$ cat config.mk
export PLATFORM = sky130hd
export DESIGN_NAME = wildcard_byte_pattern_search
export DESIGN_NICKNAME = d
export VERILOG_FILES = /design/src/rtl/wbps_pkg.sv /design/src/rtl/wbps_cfg.sv /design/src/rtl/wbps_match.sv /design/src/rtl/wbps_out.sv /design/src/rtl/wildcard_byte_pattern_search.sv
export VERILOG_INCLUDE_DIRS = /design/src /design/src/rtl
export SDC_FILE = /design/constraint.sdc
export NUM_CORES = 1
export LEC_CHECK = 0
export ABC_AREA = 1
export BUFFER_PORTS_ARGS = -buffer_cell sky130_fd_sc_hd__buf_2
export CAP_MARGIN = 30
export CELL_PAD_IN_SITES_DETAIL_PLACEMENT = 0
export CELL_PAD_IN_SITES_GLOBAL_PLACEMENT = 1
export CORE_MARGIN = 2
export CORE_UTILIZATION = 41
export DETAILED_ROUTE_END_ITERATION = 6
export GPL_TIMING_DRIVEN = 0
export PLACE_DENSITY = 0.85
export SLEW_MARGIN = 20
export SYNTH_ARGS = -nofsm -noshare
export SYNTH_HDL_FRONTEND = slang
export SYNTH_SLANG_ARGS = --single-unit
$ cat constraint.sdc
create_clock -name clk -period 4.2 [get_ports clk]
set_input_delay 0.21 -clock clk [delete_from_list [all_inputs] [get_ports clk]]
set_output_delay 0.21 -clock clk [all_outputs]
set_load 0.005 [all_outputs]
$ cat src/rtl/wildcard_byte_pattern_search_assert.svh
// Assertion macros for the wildcard byte pattern search block.
// Each use expects clk and arst_n in scope.
`ifndef WILDCARD_BYTE_PATTERN_SEARCH_ASSERT_SVH
`define WILDCARD_BYTE_PATTERN_SEARCH_ASSERT_SVH

// Same-cycle implication
`define WBPS_ASSERT_IMP(label, ante, cons) \
	label: assert property (@(posedge clk) disable iff (!arst_n) (ante) |-> (cons)) \
		else $error("wbps: same-cycle check failed");

// Next-cycle implication
`define WBPS_ASSERT_NEXT(label, ante, cons) \
	label: assert property (@(posedge clk) disable iff (!arst_n) (ante) |=> (cons)) \
		else $error("wbps: next-cycle check failed");

`endif

$ cat src/rtl/wbps_pkg.sv
`default_nettype none

package wbps_pkg;

	localparam int PATTERN_BYTES = 16;
	localparam int CFG_DW        = 64;
	localparam int ADDR_W        = 6;
	localparam int LEN_W         = 5;
	localparam int OFFSET_W      = 32;
	localparam int POS_OUT_W     = 32;

	// Register index, taken from paddr[5:3]
	typedef enum logic [2:0] {
		REG_PATTERN_LOW  = 3'd0,
		REG_PATTERN_HIGH = 3'd1,
		REG_PATTERN_LEN  = 3'd2,
		REG_WC_BYTE      = 3'd3,
		REG_WC_ENABLE    = 3'd4,
		REG_START_OFFSET = 3'd5
	} reg_idx_t;

	// Search settings as seen by the datapath (length already clamped)
	typedef struct packed {
		logic [8*PATTERN_BYTES-1:0] pattern;
		logic [LEN_W-1:0]           length;
		logic [7:0]                 wc_byte;
		logic                       wc_en;
		logic [OFFSET_W-1:0]        start_offset;
	} cfg_t;

endpackage

`default_nettype wire

$ cat src/rtl/wbps_cfg.sv
`default_nettype none

module wbps_cfg
	import wbps_pkg::*;
#(
	parameter int PATTERN_MAX = 16
) (
	input  wire logic              clk,
	input  wire logic              arst_n,
	input  wire logic              psel,
	input  wire logic              penable,
	input  wire logic              pwrite,
	input  wire logic [ADDR_W-1:0] paddr,
	input  wire logic [CFG_DW-1:0] pwdata,
	output logic      [CFG_DW-1:0] prdata,
	output logic                   pready,
	output cfg_t                   cfg
);

	logic [63:0]         pattern_low_q;
	logic [63:0]         pattern_high_q;
	logic [LEN_W-1:0]    length_q;
	logic [7:0]          wc_byte_q;
	logic                wc_en_q;
	logic [OFFSET_W-1:0] start_offset_q;
	reg_idx_t            idx;
	logic                wr_en;

	assign pready = 1'b1;
	assign idx    = reg_idx_t'(paddr[ADDR_W-1:3]);
	assign wr_en  = psel && penable && pwrite && pready;

	// Register write
	always_ff @(posedge clk or negedge arst_n) begin
		if (!arst_n) begin
			pattern_low_q  <= '0;
			pattern_high_q <= '0;
			length_q       <= LEN_W'(1);
			wc_byte_q      <= '0;
			wc_en_q        <= 1'b0;
			start_offset_q <= '0;
		end else if (wr_en) begin
			unique case (idx)
				REG_PATTERN_LOW:  pattern_low_q  <= pwdata[63:0];
				REG_PATTERN_HIGH: pattern_high_q <= pwdata[63:0];
				REG_PATTERN_LEN:  length_q       <= pwdata[LEN_W-1:0];
				REG_WC_BYTE:      wc_byte_q      <= pwdata[7:0];
				REG_WC_ENABLE:    wc_en_q        <= pwdata[0];
				REG_START_OFFSET: start_offset_q <= pwdata[OFFSET_W-1:0];
				default: ;
			endcase
		end
	end

	// Register read
	always_comb begin
		prdata = '0;
		unique case (idx)
			REG_PATTERN_LOW:  prdata = pattern_low_q;
			REG_PATTERN_HIGH: prdata = pattern_high_q;
			REG_PATTERN_LEN:  prdata = CFG_DW'(length_q);
			REG_WC_BYTE:      prdata = CFG_DW'(wc_byte_q);
			REG_WC_ENABLE:    prdata = CFG_DW'(wc_en_q);
			REG_START_OFFSET: prdata = CFG_DW'(start_offset_q);
			default:          prdata = '0;
		endcase
	end

	// Clamp length into 1..PATTERN_MAX and pack settings
	always_comb begin
		cfg.pattern      = {pattern_high_q, pattern_low_q};
		cfg.wc_byte      = wc_byte_q;
		cfg.wc_en        = wc_en_q;
		cfg.start_offset = start_offset_q;
		if (length_q == '0)
			cfg.length = LEN_W'(1);
		else if (length_q > LEN_W'(PATTERN_MAX))
			cfg.length = LEN_W'(PATTERN_MAX);
		else
			cfg.length = length_q;
	end

endmodule

`default_nettype wire

$ cat src/rtl/wbps_match.sv
`default_nettype none

module wbps_match
	import wbps_pkg::*;
#(
	parameter int PATTERN_MAX   = 16,
	parameter int POSITION_BITS = 32
) (
	input  wire logic                     clk,
	input  wire logic                     arst_n,
	input  wire logic                     advance,
	input  wire logic                     valid_s1,
	input  wire logic [7:0]               data_s1,
	input  wire logic                     last_s1,
	input  wire cfg_t                     cfg,
	output logic                          res_valid_s2,
	output logic                          found_s2,
	output logic      [POSITION_BITS-1:0] first_s2
);

	`include "wildcard_byte_pattern_search_assert.svh"

	localparam int IDX_W = (PATTERN_MAX > 1) ? $clog2(PATTERN_MAX) : 1;
	localparam int WIN   = (PATTERN_MAX > 1) ? PATTERN_MAX - 1 : 1;
	localparam logic [POSITION_BITS-1:0] POS_MAX = {POSITION_BITS{1'b1}};

	logic [7:0]               window_q [WIN];
	logic [POSITION_BITS-1:0] bytes_seen_q;
	logic                     match_reported_q;

	logic [7:0]               rec [PATTERN_MAX];
	logic [PATTERN_MAX-1:0]   byte_ok;
	logic [LEN_W-1:0]         len_m1;
	logic [POSITION_BITS-1:0] first;
	logic                     enough;
	logic                     new_match;
	logic                     take;

	// Window as it stands with the current byte shifted in
	always_comb begin
		rec[0] = data_s1;
		for (int i = 1; i < PATTERN_MAX; i++)
			rec[i] = window_q[i-1];
	end

	// Compare pattern byte k against the byte len-1-k places back
	for (genvar k = 0; k < PATTERN_MAX; k++) begin : g_cmp
		logic [LEN_W-1:0] sel;
		logic [7:0]       pat;
		logic [7:0]       dat;

		assign sel        = cfg.length - LEN_W'(k + 1);
		assign pat        = cfg.pattern[8*k +: 8];
		assign dat        = rec[sel[IDX_W-1:0]];
		assign byte_ok[k] = (LEN_W'(k) >= cfg.length)
			|| (cfg.wc_en && (pat == cfg.wc_byte))
			|| (pat == dat);
	end

	assign len_m1    = cfg.length - LEN_W'(1);
	assign enough    = bytes_seen_q >= POSITION_BITS'(len_m1);
	assign first     = bytes_seen_q - POSITION_BITS'(len_m1);
	assign new_match = !match_reported_q && enough && (&byte_ok);
	assign take      = advance && valid_s1;

	// Stream state: window, byte count, reported flag; restart after last byte
	always_ff @(posedge clk or negedge arst_n) begin
		if (!arst_n) begin
			for (int i = 0; i < WIN; i++)
				window_q[i] <= '0;
			bytes_seen_q     <= '0;
			match_reported_q <= 1'b0;
		end else if (take) begin
			if (last_s1) begin
				for (int i = 0; i < WIN; i++)
					window_q[i] <= '0;
				bytes_seen_q     <= '0;
				match_reported_q <= 1'b0;
			end else begin
				window_q[0] <= data_s1;
				for (int i = 1; i < WIN; i++)
					window_q[i] <= window_q[i-1];
				if (bytes_seen_q != POS_MAX)
					bytes_seen_q <= bytes_seen_q + POSITION_BITS'(1);
				if (new_match)
					match_reported_q <= 1'b1;
			end
		end
	end

	// Result stage: first match, or a miss report on the last byte
	always_ff @(posedge clk or negedge arst_n) begin
		if (!arst_n) begin
			res_valid_s2 <= 1'b0;
		end else if (advance) begin
			res_valid_s2 <= valid_s1 && !match_reported_q && (new_match || last_s1);
		end
	end

	// Hold result payload
	always_ff @(posedge clk) begin
		if (advance) begin
			found_s2 <= new_match;
			first_s2 <= first;
		end
	end

	`WBPS_ASSERT_NEXT(a_last_restarts, take && last_s1,
		(bytes_seen_q == '0) && !match_reported_q)
	`WBPS_ASSERT_NEXT(a_match_marks_reported, take && !last_s1 && new_match,
		match_reported_q)
	`WBPS_ASSERT_NEXT(a_reported_sticks, match_reported_q && !(take && last_s1),
		match_reported_q)

endmodule

`default_nettype wire

$ cat src/rtl/wbps_out.sv
`default_nettype none

module wbps_out
	import wbps_pkg::*;
#(
	parameter int POSITION_BITS = 32
) (
	input  wire logic                     clk,
	input  wire logic                     arst_n,
	input  wire logic                     advance,
	input  wire logic                     res_valid_s2,
	input  wire logic                     found_s2,
	input  wire logic [POSITION_BITS-1:0] first_s2,
	input  wire logic [OFFSET_W-1:0]      start_offset,
	output logic                          out_valid,
	output logic                          found,
	output logic      [POS_OUT_W-1:0]     match_position
);

	localparam int SUM_W = ((POSITION_BITS > OFFSET_W) ? POSITION_BITS : OFFSET_W) + 1;
	localparam logic [SUM_W-1:0] SUM_MAX =
		{{(SUM_W - POSITION_BITS){1'b0}}, {POSITION_BITS{1'b1}}};

	logic [SUM_W-1:0] sum;
	logic [SUM_W-1:0] sat;
	logic             out_valid_q;
	logic             found_q;
	logic [POS_OUT_W-1:0] position_q;

	// Add start offset, saturate at the position range
	assign sum = SUM_W'(start_offset) + SUM_W'(first_s2);
	assign sat = (sum > SUM_MAX) ? SUM_MAX : sum;

	// Output register valid
	always_ff @(posedge clk or negedge arst_n) begin
		if (!arst_n)
			out_valid_q <= 1'b0;
		else if (advance)
			out_valid_q <= res_valid_s2;
	end

	// Output register payload; a miss reports position zero
	always_ff @(posedge clk) begin
		if (advance) begin
			found_q    <= found_s2;
			position_q <= found_s2 ? sat[POS_OUT_W-1:0] : '0;
		end
	end

	assign out_valid      = out_valid_q;
	assign found          = found_q;
	assign match_position = position_q;

endmodule

`default_nettype wire

$ cat src/rtl/wildcard_byte_pattern_search.sv
`default_nettype none

// Wildcard byte pattern search: scans a byte stream (s_tdata, s_tlast marks the last byte)
// for the first occurrence of a programmed pattern of 1..PATTERN_MAX bytes, where a pattern
// byte equal to the wildcard byte matches anything while wildcards are enabled. Each stream
// gives exactly one result: on the first match, m_tuser[0]=1 and m_tdata holds start_offset
// plus the index of the match's first byte (saturated at 2**POSITION_BITS-1); if the stream
// ends without a match, m_tuser[0]=0 and m_tdata=0 on its last byte. The block takes one
// byte per clock while s_tready is high; a byte runs through an input register, the compare
// register and the output register before m_tvalid for its result rises. s_tready drops
// only while the output register holds a result that m_tready has not taken. Program the
// registers over APB only while no stream is in flight.
module wildcard_byte_pattern_search
	import wbps_pkg::*;
#(
	parameter int PATTERN_MAX   = 16,
	parameter int POSITION_BITS = 32
) (
	input  wire logic              clk,
	input  wire logic              arst_n,
	// APB configuration
	input  wire logic              psel,
	input  wire logic              penable,
	input  wire logic              pwrite,
	input  wire logic [ADDR_W-1:0] paddr,
	input  wire logic [CFG_DW-1:0] pwdata,
	output logic      [CFG_DW-1:0] prdata,
	output logic                   pready,
	// Byte stream in
	input  wire logic              s_tvalid,
	output logic                   s_tready,
	input  wire logic [7:0]        s_tdata,   // [7:0] data_byte
	input  wire logic              s_tlast,   // last_byte
	// Result out
	output logic                   m_tvalid,
	input  wire logic              m_tready,
	output logic      [31:0]       m_tdata,   // [31:0] match_position
	output logic      [0:0]        m_tuser    // [0] found
);

	cfg_t                     cfg;
	logic                     advance;
	logic                     valid_s1;
	logic [7:0]               data_s1;
	logic                     last_s1;
	logic                     res_valid_s2;
	logic                     found_s2;
	logic [POSITION_BITS-1:0] first_s2;
	logic                     found;

	// Whole pipeline moves unless an untaken result sits in the output register
	assign advance  = !m_tvalid || m_tready;
	assign s_tready = advance;

	wbps_cfg #(
		.PATTERN_MAX (PATTERN_MAX)
	) u_cfg (
		.clk     (clk),
		.arst_n  (arst_n),
		.psel    (psel),
		.penable (penable),
		.pwrite  (pwrite),
		.paddr   (paddr),
		.pwdata  (pwdata),
		.prdata  (prdata),
		.pready  (pready),
		.cfg     (cfg)
	);

	// Input register valid
	always_ff @(posedge clk or negedge arst_n) begin
		if (!arst_n)
			valid_s1 <= 1'b0;
		else if (advance)
			valid_s1 <= s_tvalid;
	end

	// Input register payload
	always_ff @(posedge clk) begin
		if (advance && s_tvalid) begin
			data_s1 <= s_tdata;
			last_s1 <= s_tlast;
		end
	end

	wbps_match #(
		.PATTERN_MAX   (PATTERN_MAX),
		.POSITION_BITS (POSITION_BITS)
	) u_match (
		.clk          (clk),
		.arst_n       (arst_n),
		.advance      (advance),
		.valid_s1     (valid_s1),
		.data_s1      (data_s1),
		.last_s1      (last_s1),
		.cfg          (cfg),
		.res_valid_s2 (res_valid_s2),
		.found_s2     (found_s2),
		.first_s2     (first_s2)
	);

	wbps_out #(
		.POSITION_BITS (POSITION_BITS)
	) u_out (
		.clk            (clk),
		.arst_n         (arst_n),
		.advance        (advance),
		.res_valid_s2   (res_valid_s2),
		.found_s2       (found_s2),
		.first_s2       (first_s2),
		.start_offset   (cfg.start_offset),
		.out_valid      (m_tvalid),
		.found          (found),
		.match_position (m_tdata)
	);

	assign m_tuser = found;

endmodule

`default_nettype wire
==> impl_metrics.prom <==
# TYPE chip_impl_metric gauge
chip_impl_info{name="outcome",value="finished, violations left"} 1
chip_impl_info{name="violations",value="DRC, setup timing"} 1
chip_impl_metric{name="power.density_cell_area",unit="nW/um^2"} 657
chip_impl_metric{name="die-height",unit="um"} 273
chip_impl_metric{name="drive_above_1_share",unit="%"} 10.8
chip_impl_metric{name="worst_path_largest_cell_delay",unit="ns"} 0.39
chip_impl_info{name="critical_path.most_common_cell",value="nand2_1"} 1
chip_impl_metric{name="power.switching",unit="W"} 0.0121
chip_impl_metric{name="achievable-frequency",unit="GHz"} 0.234
chip_impl_metric{name="largest_net_degree_at_the_start_of_global_routing",unit=""} 87
chip_impl_info{name="timing.critical_path.to_type",value="register"} 1
chip_impl_metric{name="seq_cells_post_synth",unit=""} 405
chip_impl_metric{name="vias",unit=""} 35800
chip_impl_metric{name="timing_worst_slew_pin_value",unit="ns"} 1.14
chip_impl_metric{name="first_global_vias",unit=""} 33800
chip_impl_metric{name="globalRouteTotalUtil",unit="%"} 47.1
chip_impl_info{name="timing.critical_path.slowest_stage_cell",value="dfrtp_1"} 1
chip_impl_metric{name="dp_hpwl",unit="um"} 143000
chip_impl_metric{name="timing.max_cap.violations",unit=""} 0
chip_impl_metric{name="layout.core_utilization",unit="%"} 49.5
chip_impl_info{name="start_kind",value="register"} 1
chip_impl_metric{name="power_frac_clock",unit="%"} 21.0
chip_impl_metric{name="synth_edf_count",unit=""} 75
chip_impl_metric{name="final.hold.worst_slack",unit="ns"} 0.0774
chip_impl_metric{name="floorplan.die_area",unit="sq um"} 74600
chip_impl_metric{name="clock-skew-final",unit="ns"} 0.0281
chip_impl_metric{name="port_buffers",unit=""} 181
chip_impl_metric{name="critical_path.n_buffers_inverters",unit=""} 3
chip_impl_metric{name="synthesis.area_per_instance",unit="sq um"} 6.68
chip_impl_metric{name="arrival",unit="ns"} 4.80
chip_impl_metric{name="power.static_leakage",unit="nW"} 17.1
chip_impl_metric{name="power_report.internal_total",unit="W"} 0.0112
chip_impl_metric{name="gp_routability_congestion",unit=""} 1.10
chip_impl_metric{name="critPathMaxFanout",unit=""} 10
chip_impl_metric{name="syn-cell-area",unit="sq um"} 29700
chip_impl_metric{name="numCtsBuffers",unit=""} 50
chip_impl_metric{name="antenna_violating_nets_post_route",unit=""} 0
chip_impl_metric{name="share_comb_of_total_power",unit="%"} 55.4
chip_impl_metric{name="p_sw_share",unit="%"} 52.0
chip_impl_metric{name="grt_overflow",unit=""} 0
chip_impl_metric{name="netlist_instances",unit=""} 4447
chip_impl_metric{name="top_level_ports",unit=""} 186
chip_impl_metric{name="finish.net_count",unit=""} 4932
chip_impl_info{name="cts_root_buffer",value="clkbuf_16"} 1
chip_impl_metric{name="drc",unit=""} 4
chip_impl_info{name="cp_cell_sequence",value="buf_6 -> nor2_8 -> nand3_4 -> nand2_2 -> buf_4 -> buf_4 -> nand2_1 -> o21ai_1 -> nand2_1 -> nand3_1 -> nand3_1 -> nand3_1 -> nand3_1 -> nor2_1 -> nand2_1 -> nand2_1 -> nand2_1 -> nor3_4 -> nand3_4 -> a21oi_1"} 1
chip_impl_metric{name="htree_levels",unit=""} 2
chip_impl_info{name="ys.flop_type",value="dfrtp_1"} 1
chip_impl_info{name="min_path_type",value="primary input to asynchronous set/reset pin"} 1
chip_impl_metric{name="post_drt_via_cell_ratio",unit=""} 6.17
chip_impl_metric{name="report.final.setup_viol",unit=""} 3
chip_impl_metric{name="ir_drop",unit="mV"} 0.390
chip_impl_metric{name="final-hold-violation-count",unit=""} 0
chip_impl_info{name="rsz_0062_raised_after_global_routing",value="yes"} 1
chip_impl_metric{name="max_slew_margin",unit="%"} 24.0
chip_impl_metric{name="wl_per_cell",unit="um"} 30.8
chip_impl_metric{name="cell_area_after_layout",unit="sq um"} 35400
chip_impl_info{name="cts_tree",value="yes"} 1
chip_impl_metric{name="grt_first_pass_wirelength",unit="um"} 248000
chip_impl_metric{name="floorplan.die.width",unit="um"} 273
chip_impl_metric{name="synth.yosys.seq_area_share",unit="%"} 35.4
chip_impl_metric{name="row_count",unit=""} 98
chip_impl_info{name="setup.worst_path.class",value="register to register"} 1
chip_impl_metric{name="drt_first_iter_violations",unit=""} 5401
chip_impl_metric{name="ys.warnings.count",unit=""} 0
chip_impl_metric{name="synth_cell_type_count",unit=""} 63
chip_impl_metric{name="areaGrowthSynthToFinish",unit="%"} 19.3
chip_impl_metric{name="post-route-period-util",unit="%"} 102
chip_impl_metric{name="fin_ws",unit="ns"} -0.0678
chip_impl_metric{name="cts.reportedPaths.clkPinSlew",unit="ns"} 0.07
chip_impl_info{name="final_common_cell",value="nand2_1"} 1
chip_impl_metric{name="sequentialPowerShare",unit="%"} 23.5
chip_impl_metric{name="grt_antenna_before_repair",unit=""} 11
chip_impl_metric{name="timing.final.max_slew_violations",unit=""} 0
chip_impl_metric{name="placement.cell_area",unit="sq um"} 32000
chip_impl_info{name="layout.cells.most_common_list",value="nand2_1 (1272), nand3_1 (909), inv_1 (432)"} 1
chip_impl_metric{name="wl",unit="um"} 178000
chip_impl_metric{name="cts.path.max_buffers",unit=""} 3
chip_impl_metric{name="timing.final.crit_period",unit="ns"} 4.27
chip_impl_metric{name="async_reset_ff_share",unit="%"} 81.5
chip_impl_info{name="critPathTopFamily",value="simple AND/OR/NAND/NOR gates"} 1
chip_impl_metric{name="cts_num_sinks",unit=""} 405
chip_impl_metric{name="start_util",unit="%"} 41.5
chip_impl_metric{name="drtPass1Iterations",unit=""} 7
chip_impl_metric{name="fp.coreArea",unit="sq um"} 71600
chip_impl_metric{name="cp_data_required_time",unit="ns"} 4.73
chip_impl_metric{name="worst_skew_pair.late_latency",unit="ns"} 0.64
[repair_timing]
action / in CTS / in global routing
hold endpoints to repair: 263 / 0
endpoints found under the setup margin: 25 / 31
pin swaps: 11 / 21
hold buffers: 79 / 0
resized for setup: 49 / 93
buffers inserted: 20 / 13
gates cloned: 0 / 0
[worst reg2reg max path, stage by stage, from the launching register on]
cell and delay (ns):
dfrtp_1 0.39, buf_6 0.15, nor2_8 0.23, nand3_4 0.16, nand2_2 0.21, buf_4 0.25, buf_4 0.29, nand2_1 0.08
o21ai_1 0.34, nand2_1 0.22, nand3_1 0.35, nand3_1 0.23, nand3_1 0.14, nand3_1 0.07, nor2_1 0.09, nand2_1 0.06
nand2_1 0.19, nand2_1 0.14, nor3_4 0.27, nand3_4 0.15, a21oi_1 0.16
[final cells by class]
class / instances / area, sq um
fillers: 7463 / 36200
multi-input cells: 3355 / 16800
flip-flops and latches: 405 / 10500
repair buffers: 309 / 2250
inverters: 447 / 1710
clock buffers: 68 / 1440
well taps: 950 / 1190
plain buffers: 234 / 1170
clock inverters: 25 / 360
diodes: 3 / 7.51
[logic make-up after synthesis]
kind of cell             Yosys count  synth area share, %
flip-flops                       405                 35.4
multiplexers                       1               0.0379
AND/OR/NAND/NOR                 2523                 36.8
AO/OA/AOI/OAI                    671                 13.1
other                              1               0.0126
buffers and inverters            688                 9.33
XOR/XNOR                         114                 3.41
adder cells (fa/ha/maj)           44                 1.90
[per-layer routing]
layer | up-vias | share of wire, % | global-route usage (%)
met5 | - | 0.10 | 0
met4 | 8 | 7.0 | 26.9
met3 | 539 | 14 | 19.3
met2 | 2425 | 41 | 67.8
met1 | 17200 | 38 | 59.4
li1 | 15600 | - | -
[path summary, 6_finish.rpt]
| check | slack, ns | to | startpoint | depth (start not counted) |
|---|---|---|---|---|
| min in group clk | 0.12 | u_cfg.wc_en_q$_DFFE_PN0P_ | penable | 5 |
| max in group asynchronous | 3.10 | u_cfg.start_offset_q[6]$_DFFE_PN0P_ | arst_n | 4 |
| max | -0.07 | u_match.match_reported_q$_DFFE_PN0P_ | u_cfg.length_q[3]$_DFFE_PN0P_ | 20 |
| max reg2reg | -0.07 | u_match.match_reported_q$_DFFE_PN0P_ | u_cfg.length_q[3]$_DFFE_PN0P_ | 20 |
| min reg2reg | 0.48 | u_out.out_valid$_DFFE_PN0N_ | u_match.res_valid_s2$_DFFE_PN0N_ | 1 |
| min | 0.08 | u_cfg.pattern_low_q[55]$_DFFE_PN0P_ | arst_n | 2 |
[cell usage after synthesis (6+ instances only)]
library cell,n,area (sq um)
nand2_1,1299,4880
nand3_1,924,4620
inv_1,437,1640
dfrtp_1,329,8230
o21ai_0,295,1480
nor2_1,192,721
a21oi_1,159,796
clkbuf_1,122,458
o22ai_1,90,563
xor2_1,87,762
edfxtp_1,75,2250
buf_2,64,320
ha_1,42,526
buf_1,32,120
nor3_1,32,160
o221ai_1,31,272
nand4_1,27,169
xnor2_1,25,219
buf_4,18,135
a221oi_1,15,131
a31oi_1,14,87.6
nor4_1,14,87.6
a2111oi_0,13,114
nand2_2,10,62.6
o31ai_1,10,75.1
a41oi_1,8,70.1
a21boi_0,7,52.6
inv_2,6,22.5
[state kept, by name, summed over array words and instances (netlist names), 5 cells and up]
signal                cells
u_match.bytes_seen_q     32
u_cfg.wc_byte_q           8
u_cfg.start_offset_q     32
data_s1                   8
u_match.rec             120
u_match.first_s2         32
u_cfg.length_q            5
u_cfg.pattern_high_q     64
u_cfg.pattern_low_q      64
u_out.match_position     32
[power groups by stage]
stage | registers [W] | logic (W) | clock network (W)
finish | 0.00549 | 0.0129 | 0.00490
CTS | 0.00541 | 0.0120 | 0.00487
detailed placement | 0.00547 | 0.0117 | 0
floorplan | 0.00518 | 0.00699 | 0
global placement | 0.00548 | 0.0116 | 0
global route | 0.00551 | 0.0136 | 0.00501
[stage by stage]
step                setup slack [ns]  total power, W  setup TNS [ns]  std cells
global placement               -4.02          0.0171        -1315.91       5579
CTS                          0.00761          0.0223               0       5779
detailed placement             -1.74          0.0172          -13.31       5590
finish                       -0.0678          0.0233          -0.129       5796
floorplan                     0.0306          0.0122               0       4448
global route                 -0.0630          0.0241          -0.135       5793
(Power assumes the default switching activity.)
